## config.mk

```make
export PLATFORM = sky130hd
export DESIGN_NAME = bootloader_frame_encoder_unit_flat
export DESIGN_NICKNAME = d
export VERILOG_FILES = /design/src/rtl/bfe_pkg.sv /design/src/rtl/bfe_req_if.sv /design/src/rtl/bfe_rsp_if.sv /design/src/rtl/bfe_csr.sv /design/src/rtl/bfe_framer.sv /design/src/rtl/bfe_serializer.sv /design/src/rtl/bootloader_frame_encoder_unit.sv /design/src/flat_wrapper.sv
export SDC_FILE = /design/constraint.sdc
export NUM_CORES = 1
export LEC_CHECK = 0
export BUFFER_PORTS_ARGS = -buffer_cell sky130_fd_sc_hd__buf_2
export CORE_MARGIN = 1.5
export CORE_UTILIZATION = 52
export CTS_CLUSTER_DIAMETER = 30
export CTS_CLUSTER_SIZE = 24
export DETAILED_ROUTE_END_ITERATION = 6
export GPL_TIMING_DRIVEN = 0
export PLACE_DENSITY = 0.89
export SYNTH_ARGS = -nofsm -noshare
export SYNTH_HDL_FRONTEND = slang
export SYNTH_SLANG_ARGS = --single-unit
export TNS_END_PERCENT = 5
```

## constraint.sdc

```tcl
create_clock -name clock -period 5.3 [get_ports clock]
set_input_delay 0.53 -clock clock [delete_from_list [all_inputs] [get_ports clock]]
set_output_delay 0.53 -clock clock [all_outputs]
set_load 0.03 [all_outputs]
```

## src/rtl/bfe_pkg.sv

```systemverilog
package bfe_pkg;

   localparam int MAX_BLOCK_DEFAULT = 256;
   localparam int FRAME_DEPTH = 5;
   localparam int FRAME_IDX_W = $clog2(FRAME_DEPTH);
   localparam int FRAME_CNT_W = $clog2(FRAME_DEPTH + 1);

   // Reply bytes, command markers and the erase quirk.
   localparam logic [7:0] ACK_BYTE = 8'h79;
   localparam logic [7:0] NACK_BYTE = 8'h1F;
   localparam logic [7:0] BUSY_BYTE = 8'h76;
   localparam logic [7:0] STD_ERASE = 8'h43;
   localparam logic [7:0] NO_CMD = 8'hFF;
   localparam logic [7:0] MASS_PAGES = 8'hFF;
   localparam logic [11:0] QUIRK_ID = 12'h416;
   localparam logic [7:0] QUIRK_PAGES = 8'hF8;

   // Request functions.
   localparam logic [2:0] FUNC_COMMAND = 3'd0;
   localparam logic [2:0] FUNC_WRITE_ADDR = 3'd1;
   localparam logic [2:0] FUNC_BLOCK_START = 3'd2;
   localparam logic [2:0] FUNC_DATA_BYTE = 3'd3;
   localparam logic [2:0] FUNC_ERASE_START = 3'd4;
   localparam logic [2:0] FUNC_ERASE_NEXT = 3'd5;
   localparam logic [2:0] FUNC_REPLY = 3'd6;

   // Result status codes.
   localparam logic [3:0] STATUS_OK = 4'd0;
   localparam logic [3:0] STATUS_ACK = 4'd1;
   localparam logic [3:0] STATUS_NACK = 4'd2;
   localparam logic [3:0] STATUS_BUSY = 4'd3;
   localparam logic [3:0] STATUS_UNEXPECTED = 4'd4;
   localparam logic [3:0] STATUS_MISALIGNED = 4'd5;
   localparam logic [3:0] STATUS_TOO_LONG = 4'd6;
   localparam logic [3:0] STATUS_NO_COMMAND = 4'd7;
   localparam logic [3:0] STATUS_OUT_OF_SEQ = 4'd8;

   // Configuration register indexes.
   localparam logic [1:0] REG_WRITE_OPCODE = 2'd0;
   localparam logic [1:0] REG_ERASE_OPCODE = 2'd1;
   localparam logic [1:0] REG_DEVICE_ID = 2'd2;

   typedef enum logic [3:0] {
      PHASE_IDLE  = 4'b0001,
      PHASE_ADDR  = 4'b0010,
      PHASE_DATA  = 4'b0100,
      PHASE_ERASE = 4'b1000
   } phase_type;

   typedef struct packed {
      logic [7:0]  write_opcode;
      logic [7:0]  erase_opcode;
      logic [11:0] device_id;
   } csr_type;

   typedef struct packed {
      logic [2:0]  func;
      logic [7:0]  opcode;
      logic [31:0] address;
      logic [8:0]  block_length;
      logic [7:0]  data_byte;
      logic [7:0]  start_page;
      logic [7:0]  page_count;
      logic [7:0]  reply_byte;
   } req_type;

   // All results of one request. Without transmit bytes there is exactly one
   // result that carries the status.
   typedef struct packed {
      logic [FRAME_DEPTH-1:0][7:0] data;
      logic [FRAME_CNT_W-1:0]      count;
      logic                        has_tx;
      logic [3:0]                  status;
   } frame_type;

endpackage

```

## src/rtl/bfe_req_if.sv

```systemverilog
interface bfe_req_if;
   logic        valid;
   logic        ready;
   logic [2:0]  func;
   logic [7:0]  opcode;
   logic [31:0] address;
   logic [8:0]  block_length;
   logic [7:0]  data_byte;
   logic [7:0]  start_page;
   logic [7:0]  page_count;
   logic [7:0]  reply_byte;

   modport source (
      output valid, func, opcode, address, block_length, data_byte,
             start_page, page_count, reply_byte,
      input  ready
   );
   modport sink (
      input  valid, func, opcode, address, block_length, data_byte,
             start_page, page_count, reply_byte,
      output ready
   );
endinterface

```

## src/rtl/bfe_rsp_if.sv

```systemverilog
interface bfe_rsp_if;
   logic       valid;
   logic       ready;
   logic [7:0] tx_byte;
   logic       tx_valid;
   logic       last;
   logic [3:0] status;

   modport source (
      output valid, tx_byte, tx_valid, last, status,
      input  ready
   );
   modport sink (
      input  valid, tx_byte, tx_valid, last, status,
      output ready
   );
endinterface

```

## src/rtl/bfe_csr.sv

```systemverilog
module bfe_csr (
   input  logic              clock,
   input  logic              reset,
   input  logic              psel,
   input  logic              penable,
   input  logic              pwrite,
   input  logic [3:0]        paddr,
   input  logic [31:0]       pwdata,
   output logic [31:0]       prdata,
   output logic              pready,
   output bfe_pkg::csr_type  csr
);

   bfe_pkg::csr_type regs_ff;
   bfe_pkg::csr_type regs_in;
   logic             write_en;

   assign pready = 1'b1;
   assign write_en = psel && penable && pwrite;

   always_comb begin
      regs_in = regs_ff;
      if (write_en) begin
         case (paddr[3:2])
            bfe_pkg::REG_WRITE_OPCODE: regs_in.write_opcode = pwdata[7:0];
            bfe_pkg::REG_ERASE_OPCODE: regs_in.erase_opcode = pwdata[7:0];
            bfe_pkg::REG_DEVICE_ID:    regs_in.device_id = pwdata[11:0];
            default:                   regs_in = regs_ff;
         endcase
      end
   end

   always_comb begin
      case (paddr[3:2])
         bfe_pkg::REG_WRITE_OPCODE: prdata = {24'd0, regs_ff.write_opcode};
         bfe_pkg::REG_ERASE_OPCODE: prdata = {24'd0, regs_ff.erase_opcode};
         bfe_pkg::REG_DEVICE_ID:    prdata = {20'd0, regs_ff.device_id};
         default:                   prdata = 32'd0;
      endcase
   end

   always_ff @(posedge clock) begin
      if (reset) begin
         regs_ff.write_opcode <= bfe_pkg::NO_CMD;
         regs_ff.erase_opcode <= bfe_pkg::NO_CMD;
         regs_ff.device_id <= 12'd0;
      end else begin
         regs_ff <= regs_in;
      end
   end

   assign csr = regs_ff;

endmodule

```

## src/rtl/bfe_framer.sv

```systemverilog
module bfe_framer #(
   parameter int MAX_BLOCK = bfe_pkg::MAX_BLOCK_DEFAULT
) (
   input  logic                clock,
   input  logic                reset,
   bfe_req_if.sink             req_bus,
   input  bfe_pkg::csr_type    csr,
   input  logic                sink_free,
   output logic                frame_valid,
   output bfe_pkg::frame_type  frame
);

   localparam int LEFT_W = $clog2(MAX_BLOCK + 1);
   localparam int PAGE_W = 9;

   logic                s1_valid_ff;
   logic                s1_valid_in;
   bfe_pkg::req_type    s1_ff;
   logic                accept;
   logic                advance;

   logic [7:0]          running_xor_ff, running_xor_in;
   logic [LEFT_W-1:0]   bytes_left_ff, bytes_left_in;
   logic [PAGE_W-1:0]   next_page_ff, next_page_in;
   logic [7:0]          pages_left_ff, pages_left_in;
   bfe_pkg::phase_type  phase_ff, phase_in;
   logic                extended_ff, extended_in;

   logic [7:0]          addr_xor;
   logic [7:0]          pages_eff;
   logic [7:0]          page_hi;
   logic [7:0]          page_lo;
   logic [LEFT_W-1:0]   left_dec;
   logic [7:0]          pages_dec;
   logic [7:0]          data_xor;
   logic [7:0]          std_xor;
   logic [7:0]          ext_xor;

   bfe_pkg::frame_type  frame_c;

   assign advance = s1_valid_ff && ((frame_c.count == '0) || sink_free);
   assign req_bus.ready = !s1_valid_ff || advance;
   assign accept = req_bus.valid && req_bus.ready;
   assign s1_valid_in = accept ? 1'b1 : (advance ? 1'b0 : s1_valid_ff);

   assign addr_xor = s1_ff.address[31:24] ^ s1_ff.address[23:16]
                   ^ s1_ff.address[15:8] ^ s1_ff.address[7:0];
   assign pages_eff = (csr.device_id == bfe_pkg::QUIRK_ID &&
                       s1_ff.page_count == bfe_pkg::MASS_PAGES) ?
                      bfe_pkg::QUIRK_PAGES : s1_ff.page_count;
   assign page_hi = {{(16 - PAGE_W){1'b0}}, next_page_ff[PAGE_W-1:8]};
   assign page_lo = next_page_ff[7:0];
   assign left_dec = bytes_left_ff - LEFT_W'(1);
   assign pages_dec = pages_left_ff - 8'd1;
   assign data_xor = running_xor_ff ^ s1_ff.data_byte;
   assign std_xor = running_xor_ff ^ page_lo;
   assign ext_xor = running_xor_ff ^ page_hi ^ page_lo;

   always_comb begin
      frame_c = '0;
      running_xor_in = running_xor_ff;
      bytes_left_in = bytes_left_ff;
      next_page_in = next_page_ff;
      pages_left_in = pages_left_ff;
      phase_in = phase_ff;
      extended_in = extended_ff;
      case (s1_ff.func)
         bfe_pkg::FUNC_COMMAND: begin
            frame_c.has_tx = 1'b1;
            frame_c.count = 3'd2;
            frame_c.data[0] = s1_ff.opcode;
            frame_c.data[1] = ~s1_ff.opcode;
         end
         bfe_pkg::FUNC_WRITE_ADDR: begin
            phase_in = bfe_pkg::PHASE_IDLE;
            frame_c.count = 3'd1;
            if (s1_ff.block_length == 9'd0) begin
               frame_c.status = bfe_pkg::STATUS_OK;
            end else if (s1_ff.block_length > 9'(MAX_BLOCK)) begin
               frame_c.status = bfe_pkg::STATUS_TOO_LONG;
            end else if (s1_ff.address[1:0] != 2'd0 ||
                         s1_ff.block_length[1:0] != 2'd0) begin
               frame_c.status = bfe_pkg::STATUS_MISALIGNED;
            end else if (csr.write_opcode == bfe_pkg::NO_CMD) begin
               frame_c.status = bfe_pkg::STATUS_NO_COMMAND;
            end else begin
               frame_c.has_tx = 1'b1;
               frame_c.count = 3'd5;
               frame_c.data[0] = s1_ff.address[31:24];
               frame_c.data[1] = s1_ff.address[23:16];
               frame_c.data[2] = s1_ff.address[15:8];
               frame_c.data[3] = s1_ff.address[7:0];
               frame_c.data[4] = addr_xor;
               bytes_left_in = LEFT_W'(s1_ff.block_length);
               phase_in = bfe_pkg::PHASE_ADDR;
            end
         end
         bfe_pkg::FUNC_BLOCK_START: begin
            frame_c.count = 3'd1;
            if (phase_ff != bfe_pkg::PHASE_ADDR) begin
               frame_c.status = bfe_pkg::STATUS_OUT_OF_SEQ;
            end else begin
               frame_c.has_tx = 1'b1;
               frame_c.data[0] = 8'(left_dec);
               running_xor_in = 8'(left_dec);
               phase_in = bfe_pkg::PHASE_DATA;
            end
         end
         bfe_pkg::FUNC_DATA_BYTE: begin
            frame_c.count = 3'd1;
            if (phase_ff != bfe_pkg::PHASE_DATA || bytes_left_ff == '0) begin
               frame_c.status = bfe_pkg::STATUS_OUT_OF_SEQ;
            end else begin
               frame_c.has_tx = 1'b1;
               frame_c.data[0] = s1_ff.data_byte;
               running_xor_in = data_xor;
               bytes_left_in = left_dec;
               if (left_dec == '0) begin
                  frame_c.count = 3'd2;
                  frame_c.data[1] = data_xor;
                  phase_in = bfe_pkg::PHASE_IDLE;
               end
            end
         end
         bfe_pkg::FUNC_ERASE_START: begin
            phase_in = bfe_pkg::PHASE_IDLE;
            frame_c.count = 3'd1;
            if (s1_ff.page_count == 8'd0) begin
               frame_c.status = bfe_pkg::STATUS_OK;
            end else if (csr.erase_opcode == bfe_pkg::NO_CMD) begin
               frame_c.status = bfe_pkg::STATUS_NO_COMMAND;
            end else if (csr.erase_opcode == bfe_pkg::STD_ERASE) begin
               extended_in = 1'b0;
               frame_c.has_tx = 1'b1;
               if (s1_ff.page_count == bfe_pkg::MASS_PAGES) begin
                  frame_c.count = 3'd2;
                  frame_c.data[0] = 8'hFF;
                  frame_c.data[1] = 8'h00;
               end else begin
                  frame_c.data[0] = s1_ff.page_count - 8'd1;
                  running_xor_in = s1_ff.page_count - 8'd1;
                  next_page_in = PAGE_W'(s1_ff.start_page);
                  pages_left_in = s1_ff.page_count;
                  phase_in = bfe_pkg::PHASE_ERASE;
               end
            end else begin
               extended_in = 1'b1;
               frame_c.has_tx = 1'b1;
               if (pages_eff == bfe_pkg::MASS_PAGES) begin
                  frame_c.count = 3'd3;
                  frame_c.data[0] = 8'hFF;
                  frame_c.data[1] = 8'hFF;
                  frame_c.data[2] = 8'h00;
               end else begin
                  frame_c.count = 3'd2;
                  frame_c.data[0] = 8'h00;
                  frame_c.data[1] = pages_eff - 8'd1;
                  running_xor_in = pages_eff - 8'd1;
                  next_page_in = PAGE_W'(s1_ff.start_page);
                  pages_left_in = pages_eff;
                  phase_in = bfe_pkg::PHASE_ERASE;
               end
            end
         end
         bfe_pkg::FUNC_ERASE_NEXT: begin
            frame_c.count = 3'd1;
            if (phase_ff != bfe_pkg::PHASE_ERASE || pages_left_ff == 8'd0) begin
               frame_c.status = bfe_pkg::STATUS_OUT_OF_SEQ;
            end else begin
               frame_c.has_tx = 1'b1;
               next_page_in = next_page_ff + PAGE_W'(1);
               pages_left_in = pages_dec;
               if (extended_ff) begin
                  frame_c.count = 3'd2;
                  frame_c.data[0] = page_hi;
                  frame_c.data[1] = page_lo;
                  frame_c.data[2] = ext_xor;
                  running_xor_in = ext_xor;
               end else begin
                  frame_c.data[0] = page_lo;
                  frame_c.data[1] = std_xor;
                  running_xor_in = std_xor;
               end
               // The checksum byte trails the last page.
               if (pages_dec == 8'd0) begin
                  frame_c.count = frame_c.count + 3'd1;
                  phase_in = bfe_pkg::PHASE_IDLE;
               end else begin
                  frame_c.data[2] = 8'h00;
                  if (!extended_ff) begin
                     frame_c.data[1] = 8'h00;
                  end
               end
            end
         end
         bfe_pkg::FUNC_REPLY: begin
            frame_c.count = 3'd1;
            if (s1_ff.reply_byte == bfe_pkg::ACK_BYTE) begin
               frame_c.status = bfe_pkg::STATUS_ACK;
            end else if (s1_ff.reply_byte == bfe_pkg::NACK_BYTE) begin
               frame_c.status = bfe_pkg::STATUS_NACK;
            end else if (s1_ff.reply_byte == bfe_pkg::BUSY_BYTE) begin
               frame_c.status = bfe_pkg::STATUS_BUSY;
            end else begin
               frame_c.status = bfe_pkg::STATUS_UNEXPECTED;
            end
         end
         default: begin
            frame_c = '0;
         end
      endcase
   end

   always_ff @(posedge clock) begin
      if (reset) begin
         s1_valid_ff <= 1'b0;
         running_xor_ff <= 8'd0;
         bytes_left_ff <= '0;
         next_page_ff <= '0;
         pages_left_ff <= 8'd0;
         phase_ff <= bfe_pkg::PHASE_IDLE;
         extended_ff <= 1'b0;
      end else begin
         s1_valid_ff <= s1_valid_in;
         if (advance) begin
            running_xor_ff <= running_xor_in;
            bytes_left_ff <= bytes_left_in;
            next_page_ff <= next_page_in;
            pages_left_ff <= pages_left_in;
            phase_ff <= phase_in;
            extended_ff <= extended_in;
         end
      end
   end

   always_ff @(posedge clock) begin
      if (accept) begin
         s1_ff.func <= req_bus.func;
         s1_ff.opcode <= req_bus.opcode;
         s1_ff.address <= req_bus.address;
         s1_ff.block_length <= req_bus.block_length;
         s1_ff.data_byte <= req_bus.data_byte;
         s1_ff.start_page <= req_bus.start_page;
         s1_ff.page_count <= req_bus.page_count;
         s1_ff.reply_byte <= req_bus.reply_byte;
      end
   end

   assign frame_valid = s1_valid_ff && (frame_c.count != '0);
   assign frame = frame_c;

   a_data_has_bytes: assert property (@(posedge clock) disable iff (reset)
      phase_ff == bfe_pkg::PHASE_DATA |-> bytes_left_ff != '0)
      else $error("data phase with no bytes left");

   a_erase_has_pages: assert property (@(posedge clock) disable iff (reset)
      phase_ff == bfe_pkg::PHASE_ERASE |-> pages_left_ff != 8'd0)
      else $error("erase phase with no pages left");

endmodule

```

## src/rtl/bfe_serializer.sv

```systemverilog
module bfe_serializer (
   input  logic                clock,
   input  logic                reset,
   input  logic                frame_valid,
   input  bfe_pkg::frame_type  frame,
   output logic                sink_free,
   bfe_rsp_if.source           rsp_bus
);

   bfe_pkg::frame_type             frame_ff;
   logic                           valid_ff, valid_in;
   logic [bfe_pkg::FRAME_IDX_W-1:0] idx_ff, idx_in;
   logic                           is_last;
   logic                           taken;
   logic                           finishing;
   logic                           load;

   assign is_last = (bfe_pkg::FRAME_CNT_W'(idx_ff) == frame_ff.count - 1'b1);
   assign taken = valid_ff && rsp_bus.ready;
   assign finishing = taken && is_last;
   assign sink_free = !valid_ff || finishing;
   assign load = frame_valid && sink_free;

   always_comb begin
      valid_in = valid_ff;
      idx_in = idx_ff;
      if (load) begin
         valid_in = 1'b1;
         idx_in = '0;
      end else if (finishing) begin
         valid_in = 1'b0;
         idx_in = '0;
      end else if (taken) begin
         idx_in = idx_ff + 1'b1;
      end
   end

   always_ff @(posedge clock) begin
      if (reset) begin
         valid_ff <= 1'b0;
         idx_ff <= '0;
      end else begin
         valid_ff <= valid_in;
         idx_ff <= idx_in;
      end
   end

   always_ff @(posedge clock) begin
      if (load) begin
         frame_ff <= frame;
      end
   end

   assign rsp_bus.valid = valid_ff;
   assign rsp_bus.tx_byte = frame_ff.data[idx_ff];
   assign rsp_bus.tx_valid = frame_ff.has_tx;
   assign rsp_bus.last = is_last;
   assign rsp_bus.status = frame_ff.status;

   a_index_in_frame: assert property (@(posedge clock) disable iff (reset)
      valid_ff |-> bfe_pkg::FRAME_CNT_W'(idx_ff) < frame_ff.count)
      else $error("result index beyond frame");

   a_status_single: assert property (@(posedge clock) disable iff (reset)
      valid_ff && !frame_ff.has_tx |-> frame_ff.count == 3'd1)
      else $error("status frame with more than one result");

endmodule

```

## src/rtl/bootloader_frame_encoder_unit.sv

```systemverilog
// A request is held in the input register, and its first result is presented once its frame
// is loaded into the output register. Throughput: one result per cycle while the receiver is
// ready; a request with n results (1 to 5) holds the output register until its last result is
// taken, and one more request is taken into the input register while results drain.
// A request that yields no result passes through the input register without waiting for the output register.
// Reset is synchronous and active high: link state goes idle, registers take
// their reset values, and no result is pending.
module bootloader_frame_encoder_unit #(
   parameter int MAX_BLOCK = bfe_pkg::MAX_BLOCK_DEFAULT
) (
   input  logic        clock,
   input  logic        reset,
   bfe_req_if.sink     req_bus,
   bfe_rsp_if.source   rsp_bus,
   input  logic        psel,
   input  logic        penable,
   input  logic        pwrite,
   input  logic [3:0]  paddr,
   input  logic [31:0] pwdata,
   output logic [31:0] prdata,
   output logic        pready
);

   bfe_pkg::csr_type   csr;
   bfe_pkg::frame_type frame;
   logic               frame_valid;
   logic               sink_free;

   bfe_csr u_csr (
      .clock   (clock),
      .reset   (reset),
      .psel    (psel),
      .penable (penable),
      .pwrite  (pwrite),
      .paddr   (paddr),
      .pwdata  (pwdata),
      .prdata  (prdata),
      .pready  (pready),
      .csr     (csr)
   );

   bfe_framer #(
      .MAX_BLOCK (MAX_BLOCK)
   ) u_framer (
      .clock       (clock),
      .reset       (reset),
      .req_bus     (req_bus),
      .csr         (csr),
      .sink_free   (sink_free),
      .frame_valid (frame_valid),
      .frame       (frame)
   );

   bfe_serializer u_serializer (
      .clock       (clock),
      .reset       (reset),
      .frame_valid (frame_valid),
      .frame       (frame),
      .sink_free   (sink_free),
      .rsp_bus     (rsp_bus)
   );

endmodule

```

## src/flat_wrapper.sv

```systemverilog
// flat-port wrapper written by rule: the top's interface ports become plain ports
module bootloader_frame_encoder_unit_flat 
#(
   parameter int MAX_BLOCK = bfe_pkg::MAX_BLOCK_DEFAULT
)
  (clock, reset, psel, penable, pwrite, paddr, pwdata, prdata, pready, req_bus_valid, req_bus_func, req_bus_opcode, req_bus_address, req_bus_block_length, req_bus_data_byte, req_bus_start_page, req_bus_page_count, req_bus_reply_byte, req_bus_ready, rsp_bus_valid, rsp_bus_tx_byte, rsp_bus_tx_valid, rsp_bus_last, rsp_bus_status, rsp_bus_ready);
  bfe_req_if req_bus_i ();
  bfe_rsp_if rsp_bus_i ();
  input  logic clock;
  input  logic reset;
  input  logic psel;
  input  logic penable;
  input  logic pwrite;
  input  logic [3:0] paddr;
  input  logic [31:0] pwdata;
  output logic [31:0] prdata;
  output logic pready;
  input wire logic [$bits(req_bus_i.valid)-1:0] req_bus_valid;
  input wire logic [$bits(req_bus_i.func)-1:0] req_bus_func;
  input wire logic [$bits(req_bus_i.opcode)-1:0] req_bus_opcode;
  input wire logic [$bits(req_bus_i.address)-1:0] req_bus_address;
  input wire logic [$bits(req_bus_i.block_length)-1:0] req_bus_block_length;
  input wire logic [$bits(req_bus_i.data_byte)-1:0] req_bus_data_byte;
  input wire logic [$bits(req_bus_i.start_page)-1:0] req_bus_start_page;
  input wire logic [$bits(req_bus_i.page_count)-1:0] req_bus_page_count;
  input wire logic [$bits(req_bus_i.reply_byte)-1:0] req_bus_reply_byte;
  output wire logic [$bits(req_bus_i.ready)-1:0] req_bus_ready;
  output wire logic [$bits(rsp_bus_i.valid)-1:0] rsp_bus_valid;
  output wire logic [$bits(rsp_bus_i.tx_byte)-1:0] rsp_bus_tx_byte;
  output wire logic [$bits(rsp_bus_i.tx_valid)-1:0] rsp_bus_tx_valid;
  output wire logic [$bits(rsp_bus_i.last)-1:0] rsp_bus_last;
  output wire logic [$bits(rsp_bus_i.status)-1:0] rsp_bus_status;
  input wire logic [$bits(rsp_bus_i.ready)-1:0] rsp_bus_ready;
  assign req_bus_i.valid = req_bus_valid;
  assign req_bus_i.func = req_bus_func;
  assign req_bus_i.opcode = req_bus_opcode;
  assign req_bus_i.address = req_bus_address;
  assign req_bus_i.block_length = req_bus_block_length;
  assign req_bus_i.data_byte = req_bus_data_byte;
  assign req_bus_i.start_page = req_bus_start_page;
  assign req_bus_i.page_count = req_bus_page_count;
  assign req_bus_i.reply_byte = req_bus_reply_byte;
  assign req_bus_ready = req_bus_i.ready;
  assign rsp_bus_valid = rsp_bus_i.valid;
  assign rsp_bus_tx_byte = rsp_bus_i.tx_byte;
  assign rsp_bus_tx_valid = rsp_bus_i.tx_valid;
  assign rsp_bus_last = rsp_bus_i.last;
  assign rsp_bus_status = rsp_bus_i.status;
  assign rsp_bus_i.ready = rsp_bus_ready;
  bootloader_frame_encoder_unit #(.MAX_BLOCK(MAX_BLOCK)) u_core (.clock(clock), .reset(reset), .req_bus(req_bus_i), .rsp_bus(rsp_bus_i), .psel(psel), .penable(penable), .pwrite(pwrite), .paddr(paddr), .pwdata(pwdata), .prdata(prdata), .pready(pready));
endmodule
```

Word level (Yosys, flattened, before mapping)
Cells that the tools add are included.

cells by class
  muxes and demuxes = 96
  eq/ne operators = 34
  reductions and logical operators = 46
  add/sub/neg operators = 8
  bitwise logic cells = 11
  magnitude comparators = 2

operator list
  cell                                                                 number
  8-bit two-way mux                                                    22
  28-bit two-way mux                                                   5
  9-bit two-way mux                                                    11
  20-bit two-way mux                                                   4
  4-bit two-way mux                                                    15
  8-bit case mux with 6 select lines                                   1
  8-bit bitwise XOR                                                    6
  8-bit case mux with 5 select lines                                   1
  12-bit case mux with 3 select lines                                  1
  9-bit case mux with 2 select lines                                   2
  8-bit == test (second input constant)                                4
  16-bit two-way mux                                                   2
  8-bit case mux with 4 select lines                                   1
  3-bit two-way mux                                                    10
  9-bit zero test                                                      3
  8-bit binary-select mux with 3-bit select                            1
  8-bit by 7-bit == test with 1-bit output (second input constant)     3
  8-bit zero test                                                      3
  4-bit case mux with 6 select lines                                   1
  8-bit case mux with 3 select lines                                   1
  8-bit by 1-bit subtractor with 8-bit output (second input constant)  3
  2-bit != test (second input constant)                                11
  7-bit AND reduction                                                  3
  4-bit case mux with 5 select lines                                   1
  other kinds (42)                                                     82

word-level totals
  register bits after elaboration = 204
  input port bits = 127
  output and inout port bits = 49

Logic depth before layout (Yosys ltp)
Gate-level depths: netlist of run 1.

  depth in word-level cells = 15
  gate-level depth with buffers = 16
  gate-level depth less buffers = 15

Cells and area by module
Synthesis of run 1 repeated with hierarchy kept, for this count alone.

second synthesis, totals
  cells, all modules = 1,120
  area total of the unflattened synthesis = 11,340.9 sq um

by module, submodules not included
  module          cells each  sequential area each (sq um)  times used  area each (sq um)
  bfe_framer      826         3,323.2                       1           7,671.1
  bfe_serializer  122         1,521.5                       1           2,130.8
  bfe_csr         172         560.5                         1           1,539.0

Worst setup path before layout of run 1
OpenSTA, ideal clock, no wires.

  kind = register to register
  start = register u_core.u_framer.pages_left_ff[0]
  end = register u_core.u_framer.s1_ff[0] in the netlist's numbering (enable)
  setup time = 0.451 ns
  slack = -0.131 ns
  arrival time = 4.979 ns
  stages on the path, launching flop included = 12
  cells stage by stage = dfxtp_1 > nor4_1 > xnor2_1 > nand4_1 > clkbuf_1 > ha_1 > a31oi_1 > a311o_1 > a211oi_1 > a311o_1 > or2_1 > and2_1

between the ends
  word-level cells in the longest chain between the ends = 10

RTL lines
  what                                         RTL line            RTL
  from (decl)                                  bfe_framer.sv:25    logic [7:0] pages_left_ff, pages_left_in;
  from (signal assigned)                       bfe_framer.sv:229   pages_left_ff <= pages_left_in;
  8-bit by 1-bit subtractor with 8-bit output  bfe_framer.sv:54    assign pages_dec = pages_left_ff - 8'd1;
  8-bit zero test                              bfe_framer.sv:185   if (pages_dec == 8'd0) begin
  3-bit two-way mux                            bfe_framer.sv:185
  28-bit two-way mux (*)                       bfe_framer.sv:167   if (phase_ff != bfe_pkg::PHASE_ERASE || pages_left_ff == 8'd0) begin
  3-bit case mux with 6 select lines (*)       bfe_framer.sv:67    case (s1_ff.func)
  3-bit zero test (*)                          bfe_framer.sv:41    assign advance = s1_valid_ff && ((frame_c.count == '0) || sink_free);
  1-bit logical OR (*)                         bfe_framer.sv:41
  1-bit logical AND (*)                        bfe_framer.sv:41
  1-bit logical OR (*)                         bfe_framer.sv:42    assign req_bus.ready = !s1_valid_ff || advance;
  named net req_bus_ready                      flat_wrapper.sv:27  output wire logic [$bits(req_bus_i.ready)-1:0] req_bus_ready;
  1-bit logical AND (*)                        bfe_framer.sv:43    assign accept = req_bus.valid && req_bus.ready;
  named net u_core.u_framer.accept             bfe_framer.sv:19    logic accept;
  to (decl)                                    bfe_framer.sv:18    bfe_pkg::req_type s1_ff;

Mark *: on every way through the listed nets, which the timed path passes. The rest lies on a longest branch.
A chain may end at the register's enable or synchronous reset.

Worst setup path after layout of run 1
  start = register u_core.u_framer.pages_left_ff[4]
  end = output req_bus_ready

between the ends
  word-level cells in the longest chain between the ends = 9

RTL lines
  what                                         RTL line
  8-bit by 1-bit subtractor with 8-bit output  bfe_framer.sv:54
  8-bit zero test                              bfe_framer.sv:185
  3-bit two-way mux                            bfe_framer.sv:185
  28-bit two-way mux (*)                       bfe_framer.sv:167
  3-bit case mux with 6 select lines (*)       bfe_framer.sv:67
  3-bit zero test (*)                          bfe_framer.sv:41
  1-bit logical OR (*)                         bfe_framer.sv:41
  1-bit logical AND (*)                        bfe_framer.sv:41
  1-bit logical OR (*)                         bfe_framer.sv:42
  to (decl)                                    flat_wrapper.sv:27

Mark *: on every way between the ends. The rest lies on a longest branch, timed or not.

==> impl_results.md, run 1 <==
- Outcome: finished, final reports clean
- Wire per inst: 22.2 um
- CTS Buf Count: 41
- Fin cells: 1,605
- Clk_skew: 33.8 ps
- Sequential share of the synthesized area: 49.5%
- Final weighted congestion in routability-driven placement: 1.04
- Chip Width: 148 um
- CP Cell Sequence: nor3_1 > nand4_1 > clkbuf_1 > ha_1 > a31oi_1 > a311o_1 > a211oi_1 > a311o_1 > or2_1 > buf_2
- Async SR Flop Fraction: 0%
- Worst-path clk slew: 60 ps
- Power Density: 358 mW/mm2
- Largest net degree at the start of global routing: 70
- Leakage: 0.00499 uW
- CTS tree: done
- Cell variety after synth: 80
- Die height: 148 um
- Die area: 0.0219 mm2
- Area grow syn2layout: 22.9%
- Rel. slew slack: 11.3%
- Via density: 6.33
- EDFF count, synth: 132
- Input/output buffers: 132
- Crit-path max FO: 10
- DR pass1 iterations: 6
- Clk_lat worst skew: 530 ps
- Crit-path slowest cell: nor3_1
- Total number of vias: 10,200
- DP Cell Count: 1,530
- Row cnt: 52
- Achievable Freq: 0.197 GHz
- Area contributors post-synth: edfxtp_1 (36%), dfxtp_1 (13%), xnor2_1 (4.3%)
- Total gr overflow: 0
- Peak supply drop: 262 uV
- Mapped Cells: 1,105
- Global-route wire length before repair: 54.1 mm
- Vias in the first global route: 9,562
- Hold-fix buffers, CTS: 0
- Post-Synthesis Cell Area: 0.0109 mm2
- R2R setup slack: 390 ps
- Tmin final: 5080 ps
- Register-to-Register Path Depth: 11
- Max incr delay on CP: 730 ps
- Leading area contributor after synthesis: edfxtp_1
- Num ports: 176
- Critical path type: reg2out
- Root buffer cell: clkbuf_16
- Share of the synthesized area in the top cell type: 36.3%
- WP data arrival: 4550 ps
- Max-cap violation count: 0
- Residual DRC: 0
- Drt initial violations: 1,432
- Top FF cell, synth: edfxtp_1
- Starting Density: 53.4%
- CP required: 4770 ps
- Hold Fails Final Rpt: 0
- Remaining antenna violation count: 0
- Hold/Removal Path Class: in2reg
- Syn avg cell area: 9.88 um2
- Routed wire length: 35.7 mm
- Crit share post-route: 95.9%
- H-tree depth: 2
- Clk buf depth: 3
- Gr usage total: 32.3%
- Nets@finish: 1,447
- Final HPWL DP: 25.4 mm
- Crit path top cell by count: a311o_1
- Setup crit start kind: register
- Share of cells above drive strength 1: 19.6%
- Core area: 0.0204 mm2
- RSZ-0062 raised after global routing: false
- Dpl ws: 449 ps
- Synth warn: 0
- Worst setup margin: 216 ps
- Fillers: 1,604
- Synth Register Bits: 204
- Diode count: 0
- Final setup viols: 0
- Worst hold path depth: 1
- Initial antenna violation count: 0
- Critical Path End Type: primary output
- Clk sinks: 204
- Slew @ Worst Pin: 1320 ps
- Slew Viols, Final: 0
-- critical path: cells and delay by family (launching register included) --
family / cells / cell delay, ps
AO/OA/AOI/OAI: 4 / 1300
adder cells (fa/ha/maj): 1 / 370
buffers and inverters: 2 / 580
flip-flops: 1 / 330
AND/OR/NAND/NOR: 3 / 1460
-- per-stage QoR --
step / setup TNS (ps) / power [uW] / utilization [%] / instance area, um2 / hold slack, ps
finish: 0 / 4810 / 65.7 / 13400 / 175
global route: 0 / 4930 / 65.7 / 13400 / 171
CTS: 0 / 4810 / 65.7 / 13400 / 171
detailed placement: 0 / 2290 / 59.0 / 12100 / 462
global placement: -86800 / 2280 / 58.7 / 12000 / 455
floorplan: 0 / 2130 / - / 11000 / 440
-- placed cells by master, fill, tap and decap left out, drive strengths merged, types with 12 or more instances in the layout --
cell type,instances
a21oi,81
a31oi,16
and2,14
buf,177
clkbuf,99
clkinv,16
conb,23
dfxtp,72
edfxtp,132
ha,17
inv,32
mux2i,37
nand2,121
nand3,41
nand4,13
nor2,73
nor3,22
o211ai,13
o21ai,73
o221ai,13
o22ai,15
o31ai,12
xnor2,53
xor2,15
-- kinds of logic after synthesis --
group | after synthesis | share of synthesized area, %
buffers and inverters | 120 | 5.18
AO/OA/AOI/OAI | 303 | 18.2
flip-flops | 204 | 49.5
AND/OR/NAND/NOR | 352 | 16.1
XOR/XNOR | 68 | 5.45
multiplexers | 37 | 3.39
adder cells (fa/ha/maj) | 19 | 2.13
other | 2 | 0.0688
-- cell usage after synthesis, types with 17 or more instances --
cell and n:
xnor2_1 53, nand3_1 40, clkbuf_1 54, nand2_1 121, dfxtp_1 72, ha_1 17
edfxtp_1 132, mux2i_1 37, nor2_1 71, nor3_1 21, buf_4 26, inv_1 21
o21ai_0 70, a21oi_1 80
-- layout make-up --
| type | count | area (um2) | share of cell area, % |
|---|---|---|---|
| clock inverters | 31 | 303 | 2.26 |
| inverters | 22 | 82.6 | 0.615 |
| repair buffers | 134 | 708 | 5.28 |
| well taps | 270 | 338 | 2.52 |
| clock buffers | 44 | 1060 | 7.89 |
| plain buffers | 98 | 483 | 3.60 |
| flip-flops and latches | 204 | 5410 | 40.3 |
| multi-input cells | 802 | 5040 | 37.6 |
-- worst paths after layout --
path / to / startpoint
worst max-delay path: req_bus_ready / u_core.u_framer.pages_left_ff[4]
worst min-delay path: u_core.u_framer.s1_ff[63] / req_bus_address[22]
worst max register to register: u_core.u_framer.s1_ff[32] / u_core.u_framer.pages_left_ff[4]
worst min register to register: u_core.u_csr.csr[4] / u_core.u_csr.csr[4]
-- report_power, final --
part / internal [uW] / switching, uW / total (uW)
sequential: 1770 / 55.2 / 1830
clock: 1620 / 902 / 2520
combinational: 161 / 300 / 461
total: 3550 / 1260 / 4810
-- layer usage --
metal	share of wire, %	routed length, um	global-route usage [%]	up-vias
met5	0	0	0	-
met4	3.8	1350	13.6	0
met3	12	4220	6.76	109
met2	46	16300	50.7	776
met1	39	13800	43.6	4785
li1	-	-	-	4494
-- flip-flops by register name, indices dropped and copies added, names as in the netlist --
register	flops
u_core.u_serializer.idx_ff	3
u_core.u_framer.running_xor_ff	8
u_core.u_framer.s1_ff	84
u_core.u_serializer.rsp_bus.status	4
u_core.u_framer.pages_left_ff	8
u_core.u_framer.phase_ff	4
u_core.u_framer.bytes_left_ff	9
u_core.u_serializer.rsp_bus.valid	1
u_core.u_csr.csr	28
u_core.u_serializer.frame_ff	43
u_core.u_framer.next_page_ff	9
u_core.u_framer.extended_ff	1
u_core.u_serializer.rsp_bus.tx_valid	1
u_core.u_framer.s1_valid_ff	1
-- what timing repair did --
item,4_1_cts,5_1_grt
buffers inserted,0,0
resized for setup,0,1
setup endpoints to repair,0,1
hold endpoints to repair,0,0
Power figures use the tool's default switching activity.
==> run 2: changes to the inputs <==
--- a/config.mk
+++ b/config.mk
@@ -5,6 +5,7 @@
 export SDC_FILE = /design/constraint.sdc
 export NUM_CORES = 1
 export LEC_CHECK = 0
+export ABC_AREA = 1
 export BUFFER_PORTS_ARGS = -buffer_cell sky130_fd_sc_hd__buf_2
 export CORE_MARGIN = 1.5
 export CORE_UTILIZATION = 52
==> run 2 against run 1 <==
  * Combinational power increased by 4.6%
  * Wire length decreased by 6.4%
  * Count of clock-buffer cells in the layout grew 8
  * Global-route usage down 1.6 points
  * Clock power barely moved
  * Sequential share of layout area grew 0.25 points
  * Largest power group unchanged
==> impl_results.md, run 2 <==
- Cell variety after synth: 53 (-34%)
- Global-route wire length before repair: 51.2 mm (-5.3%)
- Placed Area: 0.0120 mm2 (-0.84%)
- Critical path's top delay family: simple AND/OR/NAND/NOR gates
- Crit share post-route: 73.4% (-22 points)
- Core area: 0.0203 mm2 (-0.64%)
- Post-CTS Resized: 0 (unchanged)
- Sequential share of the synthesized area: 49.9% (+0.43 points)
- Final HPWL DP: 24.9 mm (-2.1%)
- WP data arrival: 3360 ps (-1190 ps)
- Leakage: 0.00580 uW (+16%)
- Adder and majority cell fraction of the synthesized area: 1.96% (-0.17 points)
- Routed wire length: 33.4 mm (-6.4%)
- Final design utilization: 65.7% (about the same)
- Max reg flops: 84 (unchanged)
- Chip Width: 147 um (-0.42%)
- Power, Total: 4860 uW (+1.0%)
- Register-to-Register Path Depth: 18 (+7)
- Most frequent cells in the layout: nand2_1 (294), buf_2 (138), edfxtp_1 (132)
- Slew @ Worst Pin: 747 ps (-573 ps)
- Clk sinks: 204 (unchanged)
- Die area: 0.0217 mm2 (-0.84%)
- CTS Buf Count: 41 (unchanged)
- Max incr delay on CP: 320 ps (-410 ps)
- Final setup viols: 0 (unchanged)
- Setup crit start kind: register
- Hold Fails Final Rpt: 0 (unchanged)
- RSZ-0062 raised after global routing: false
- Bufs and invs on worst path: 2 (unchanged)
- Hold-fix buffers, CTS: 0 (unchanged)
- Initial antenna violation count: 0 (unchanged)
- Register bank with the most flops: u_core.u_framer.s1_ff
- Worst path depth: 16 (+6)
- Postcts setup bufs: 0 (unchanged)
- Compound-cell area share of the yosys netlist: 12.6% (-5.6 points)
- Area grow syn2layout: 23.2%
- Peak supply drop: 280 uV (+6.9%)
- Nets@finish: 1,621 (+12%)
- Post-synthesis mux area share: 0% (-3.4 points)
- Synth warn: 0 (unchanged)
- Diode count: 0 (unchanged)
- Power Density: 364 mW/mm2 (+1.6%)
- DR pass1 iterations: 6 (unchanged)
- Max-cap violation count: 0 (unchanged)
- Final weighted congestion in routability-driven placement: 1.02 (-1.9%)
- Tmin final: 3890 ps (-1190 ps)
- Outcome: finished, final reports clean
- Most common cell in the synthesized netlist: nand2_1
- CP required: 4770 ps (about the same)
- Remaining antenna violation count: 0 (unchanged)
- Synth Register Bits: 204 (unchanged)
- CP Cell Sequence: inv_1 > ha_1 > nand3_1 > xor2_1 > nor4_1 > nand2_1 > ha_1 > nor2_1 > nor3_1 > nand2_1 > nor2_1 > nand3_2 > nand2_2 > nand2_4 > nand3_1 > buf_2
- Top post-synthesis cells by count: nand2_1 (294), edfxtp_1 (132), inv_1 (129)
- Critical path type: reg2out
- Gr usage total: 30.7% (-1.6 points)
- Hold/Removal Path Class: in2reg
- Async SR Flop Fraction: 0% (unchanged)
- Drt initial violations: 1,060 (-26%)
- EDFF count, synth: 132 (unchanged)
- Starting Density: 53.3% (-0.12 points)
- Vias in the first global route: 9,569 (+0.073%)
- Hold slack: 175 ps (+0.677 ps)
- Input/output buffers: 132 (unchanged)
- Leading area contributor after synthesis: edfxtp_1
- Critical Path End Type: primary output
- Final instance area: 0.0133 mm2 (-0.61%)
- Achievable Freq: 0.257 GHz (+31%)
- Crit-path slowest cell: dfxtp_1
- Top FF cell, synth: edfxtp_1
- Share of the synthesized area in the top cell type: 36.6% (+0.31 points)
- H-tree depth: 2 (unchanged)
- Worst hold path depth: 1 (unchanged)
- Clk_lat worst skew: 530 ps (about the same)
- Worst-path clk slew: 60 ps (about the same)
- CTS tree: done
- Total number of vias: 10,200 (-0.12%)
- Num ports: 176 (unchanged)
- XOR/XNOR Fraction of Synth Area: 4.37% (-1.1 points)
- Residual DRC: 0 (unchanged)
- Clk_skew: 27.1 ps (-6.66 ps)
- Post-Synthesis Cell Area: 0.0108 mm2 (-0.86%)
- Total gr overflow: 0 (unchanged)
- Share of cells above drive strength 1: 19.3% (-0.28 points)
- Row cnt: 52 (unchanged)
- Rel. slew slack: 50.2% (+39 points)
- Die height: 147 um (-0.42%)
- Slew Viols, Final: 0 (unchanged)
- Via density: 5.70 (-9.9%)
- Largest net degree at the start of global routing: 73 (+4.3%)
- Area contributors post-synth: edfxtp_1 (37%), dfxtp_1 (13%), nand2_1 (10%)
- Synth Area in Simple Gates: 22.8% (+6.7 points)
- Wire per inst: 18.8 um (-16%)
- Mapped Cells: 1,279 (+16%)
- Clk buf depth: 3 (unchanged)
- Largest family of logic cells by synthesized area: simple AND/OR/NAND/NOR gates
- Setup TNS: 0 ps (unchanged)
- Syn avg cell area: 8.46 um2 (-14%)
- Commonest non-fill, non-tap cell in the layout: nand2_1
- Crit-path max FO: 6 (-4)
- Root buffer cell: clkbuf_16
[run 2: cell types whose count changed in the layout (fill, tap and decap cells not counted), sizes merged, moves of 8 or more]
| cell | delta |
|---|---|
| nor4b | -11 |
| nor2 | +60 |
| clkbuf | -22 |
| o221ai | -8 |
| a21oi | -8 |
| xnor2 | -36 |
| nand3 | +29 |
| o31ai | -11 |
| inv | +118 |
| or2 | +12 |
| xor2 | +22 |
| and2 | -13 |
| nand2 | +179 |
| mux2i | -37 |
[run 2: final cells by class]
class                           instances  area (um2)
Multi-Input combinational cell        891        4610
Sequential cell                       204        5410
Fill cell                            1599        6960
Buffer                                 63         360
Clock inverter                         24         238
Tap cell                              270         338
Clock buffer                           52        1150
Inverter                              142         536
Timing Repair Buffer                  134         708
[run 2: final timing paths]
check	startpoint	to	slack, ps
hold reg to reg	u_core.u_csr.csr[9]	u_core.u_csr.csr[9]	480
hold / removal	req_bus_address[6]	u_core.u_framer.s1_ff[47]	180
setup reg to reg	u_core.u_framer.pages_left_ff[0]	u_core.u_framer.s1_ff[6]	1610
setup / recovery	u_core.u_framer.pages_left_ff[0]	req_bus_ready	1410
[run 2: cells by family after synthesis]
| kind of cell | count (synthesis) |
|---|---|
| AND/OR/NAND/NOR | 571 |
| AO/OA/AOI/OAI | 226 |
| buffers and inverters | 205 |
| flip-flops | 204 |
| XOR/XNOR | 54 |
| adder cells (fa/ha/maj) | 17 |
| other | 2 |
[run 2: routing by layer]
metal | track usage [%] | vias to the layer above | routed length [um]
li1 | - | 4696 | -
met5 | 0 | - | 0
met3 | 5.56 | 85 | 2970
met4 | 12.2 | 0 | 1100
met1 | 39.9 | 4776 | 13500
met2 | 51.0 | 595 | 15900
[run 2: metrics by stage]
stage	setup slack, ps	instances
after floorplan	749	1300
after global placement	12.9	1702
after detailed placement	1710	1704
after CTS	1460	1780
after global routing	1150	1780
final	1410	1780
[run 2: where the power goes]
part           internal, uW  switching, uW  leakage (uW)  total [uW]
Clock                  1660            884      0.000681        2540
Combinational           161            321       0.00328         482
Sequential             1780           54.1       0.00184        1830
Total                  3600           1260       0.00580        4860
[run 2: worst register-to-register path, stage by stage (launching register included)]
cell and delay (ps):
dfxtp_1 320, inv_1 160, ha_1 230, nand3_1 100, xor2_1 180, nor4_1 290, nand2_1 170, ha_1 310
nor2_1 70, nor3_1 140, nand2_1 80, nor2_1 130, nand3_2 160, nand2_2 130, nand2_4 80, nand3_1 120
nand2_1 120, inv_4 200, buf_16 300
==> run 3: changes to the inputs <==
--- a/config.mk
+++ b/config.mk
@@ -8,12 +8,12 @@
 export ABC_AREA = 1
 export BUFFER_PORTS_ARGS = -buffer_cell sky130_fd_sc_hd__buf_2
 export CORE_MARGIN = 1.5
-export CORE_UTILIZATION = 52
+export CORE_UTILIZATION = 57
 export CTS_CLUSTER_DIAMETER = 30
 export CTS_CLUSTER_SIZE = 24
 export DETAILED_ROUTE_END_ITERATION = 6
 export GPL_TIMING_DRIVEN = 0
-export PLACE_DENSITY = 0.89
+export PLACE_DENSITY = 0.92
 export SYNTH_ARGS = -nofsm -noshare
 export SYNTH_HDL_FRONTEND = slang
 export SYNTH_SLANG_ARGS = --single-unit
==> constraint.sdc (replaced) <==
create_clock -name clock -period 4.05 [get_ports clock]
set_input_delay 0.405 -clock clock [delete_from_list [all_inputs] [get_ports clock]]
set_output_delay 0.405 -clock clock [all_outputs]
set_load 0.03 [all_outputs]
==> run 3 against run 2 <==
  * Design area is 0.96% lower
  * Highest routed layer unchanged
  * Sequential power increased by 31%
  * Sequential cell count unchanged
  * Die area shrank 8.6%
  * Final cell count is 2.1% lower
  * Via count is 1.4% lower
  * Global-route usage rose by 2.5 points
  * Count of clock-buffer cells in the layout unchanged
  * Critical endpoint unchanged
==> impl_results.md, run 3 (synthesis gave the netlist of run 2 again) <==
- Outcome: finished, final reports clean
- Routed wire length: 33.2 mm (-0.51%)
- Area grow syn2layout: 22.1%
- Final HPWL DP: 24.8 mm (-0.12%)
- Core area: 0.0186 mm2 (-8.2%)
- Final weighted congestion in routability-driven placement: 1.03 (+1.3%)
- Num ports: 176 (unchanged)
- Via density: 5.75 (+0.74%)
- Leakage: 0.00574 uW (-1.0%)
- Max-cap violation count: 0 (unchanged)
- Chip Width: 141 um (-4.4%)
- Placed Area: 0.0119 mm2 (-0.22%)
- Clk buf depth: 3 (unchanged)
- Die height: 141 um (-4.4%)
- Postcts setup bufs: 0 (unchanged)
- Crit share post-route: 90.4%
- Total gr overflow: 0 (unchanged)
- Achievable Freq: 0.273 GHz
- Register bank with the most flops: u_core.u_framer.s1_ff
- Hold Fails Final Rpt: 0 (unchanged)
- Dpl ws: 179 ps (-1530 ps)
- Post-CTS Resized: 0 (unchanged)
- Worst-path clk slew: 50 ps (about the same)
- Critical path type: reg2out
- Row cnt: 50 (-3.8%)
- Wire per inst: 19.1 um (+1.7%)
- H-tree depth: 2 (unchanged)
- Crit-path max FO: 6 (unchanged)
- Setup crit start kind: register
- Clk_lat worst skew: 520 ps (about the same)
- FF+latch area: 0.00541 mm2 (unchanged)
- Final instance area: 0.0132 mm2 (-0.96%)
- Slew @ Worst Pin: 742 ps (-5.07 ps)
- Slew Viols, Final: 0 (unchanged)
- Final setup viols: 0 (unchanged)
- Clk_skew: 22.1 ps (-5.03 ps)
- Largest net degree at the start of global routing: 43 (-41%)
- Setup TNS: 0 ps (unchanged)
- Diode count: 0 (unchanged)
- R2R setup slack: 460 ps (-1150 ps)
- Rel. slew slack: 50.5% (+0.34 points)
- Hold/Removal Path Class: in2reg
- Drt initial violations: 1,099 (+3.7%)
- Input/output buffers: 132 (unchanged)
- Max reg flops: 84 (unchanged)
- CTS Buf Count: 39 (-4.9%)
- Remaining antenna violation count: 0 (unchanged)
- WP data arrival: 3260 ps (-100 ps)
- Tmin final: 3660 ps
- Residual DRC: 0 (unchanged)
- RSZ-0062 raised after global routing: false
- Global-route wire length before repair: 50.3 mm (-1.7%)
- Multi-input logic area: 0.00461 mm2 (+0.11%)
- Power Density: 462 mW/mm2 (+27%)
- Critical Path End Type: primary output
- Root buffer cell: clkbuf_16
- Hold-fix buffers, CTS: 0 (unchanged)
- Final design utilization: 70.9% (+5.2 points)
- CTS tree: done
- Initial antenna violation count: 0 (unchanged)
- Starting Density: 58.1% (+4.7 points)
- Most frequent cells in the layout: nand2_1 (294), buf_2 (138), edfxtp_1 (132)
- Nets@finish: 1,621 (unchanged)
- Vias in the first global route: 9,585 (+0.17%)
- Peak supply drop: 412 uV (+47%)
- Clk sinks: 204 (unchanged)
- Hold slack: 58.1 ps (-117 ps)
- CP required: 3640 ps (-1130 ps)
- Commonest non-fill, non-tap cell in the layout: nand2_1
- Die area: 0.0198 mm2 (-8.6%)
- Share of cells above drive strength 1: 19.2% (-0.11 points)
- Worst setup margin: 387 ps (-1020 ps)
- DR pass1 iterations: 6 (unchanged)
- Fillers: 1,401 (-12%)
- Gr usage total: 33.2% (+2.5 points)
- Total number of vias: 10,000 (-1.4%)
run 3: final timing paths:
check,startpoint,to,cells past startpoint
worst max-delay path,u_core.u_framer.pages_left_ff[0],req_bus_ready,16
worst min register to register,u_core.u_framer.phase_ff[3],u_core.u_framer.phase_ff[3],2
worst min-delay path,req_bus_block_length[5],u_core.u_framer.s1_ff[37],1
worst max register to register,u_core.u_framer.pages_left_ff[0],u_core.u_framer.s1_ff[81],19
run 3: power breakdown:
| part | internal [uW] | leakage [uW] | switching [uW] | total, uW |
|---|---|---|---|---|
| registers | 2330 | 0.00184 | 71.1 | 2400 |
| clock network | 1990 | 0.000616 | 1080 | 3070 |
| logic | 212 | 0.00328 | 420 | 632 |
| total | 4530 | 0.00574 | 1570 | 6100 |
run 3: stage by stage:
step	cells	power [uW]
floorplan	1300	2820
global placement	1666	3020
detailed placement	1669	3040
CTS	1741	6100
global route	1742	6270
finish	1742	6100
run 3: final cells by class:
cell class	instances	share of cell area, %
clock buffer	52	8.30
tap	234	2.22
clock inverter	20	1.38
inverter	142	4.06
sequential	204	40.9
buffer	63	2.73
timing repair buffer	136	5.51
multi-input combinational	891	34.9
run 3: metal layers:
| metal | track usage (%) | wire length [um] | up-vias |
|---|---|---|---|
| met4 | 13.0 | 1100 | 0 |
| met1 | 41.2 | 12800 | 4663 |
| met5 | 0 | 0 | - |
| met2 | 56.4 | 16000 | 568 |
| met3 | 7.68 | 3330 | 93 |
| li1 | - | - | 4685 |
run 3: worst max-delay path: stages, from the launching register on:
cell and delay [ps]:
dfxtp_1 310, inv_1 160, ha_1 240, nand3_1 100, xor2_1 180, nor4_1 260, nand2_1 160, ha_1 310
nor2_1 70, nor3_1 130, nand2_1 80, nor2_1 120, nand3_2 140, nand2_2 120, nand2_4 90, nand3_2 90
buf_2 200
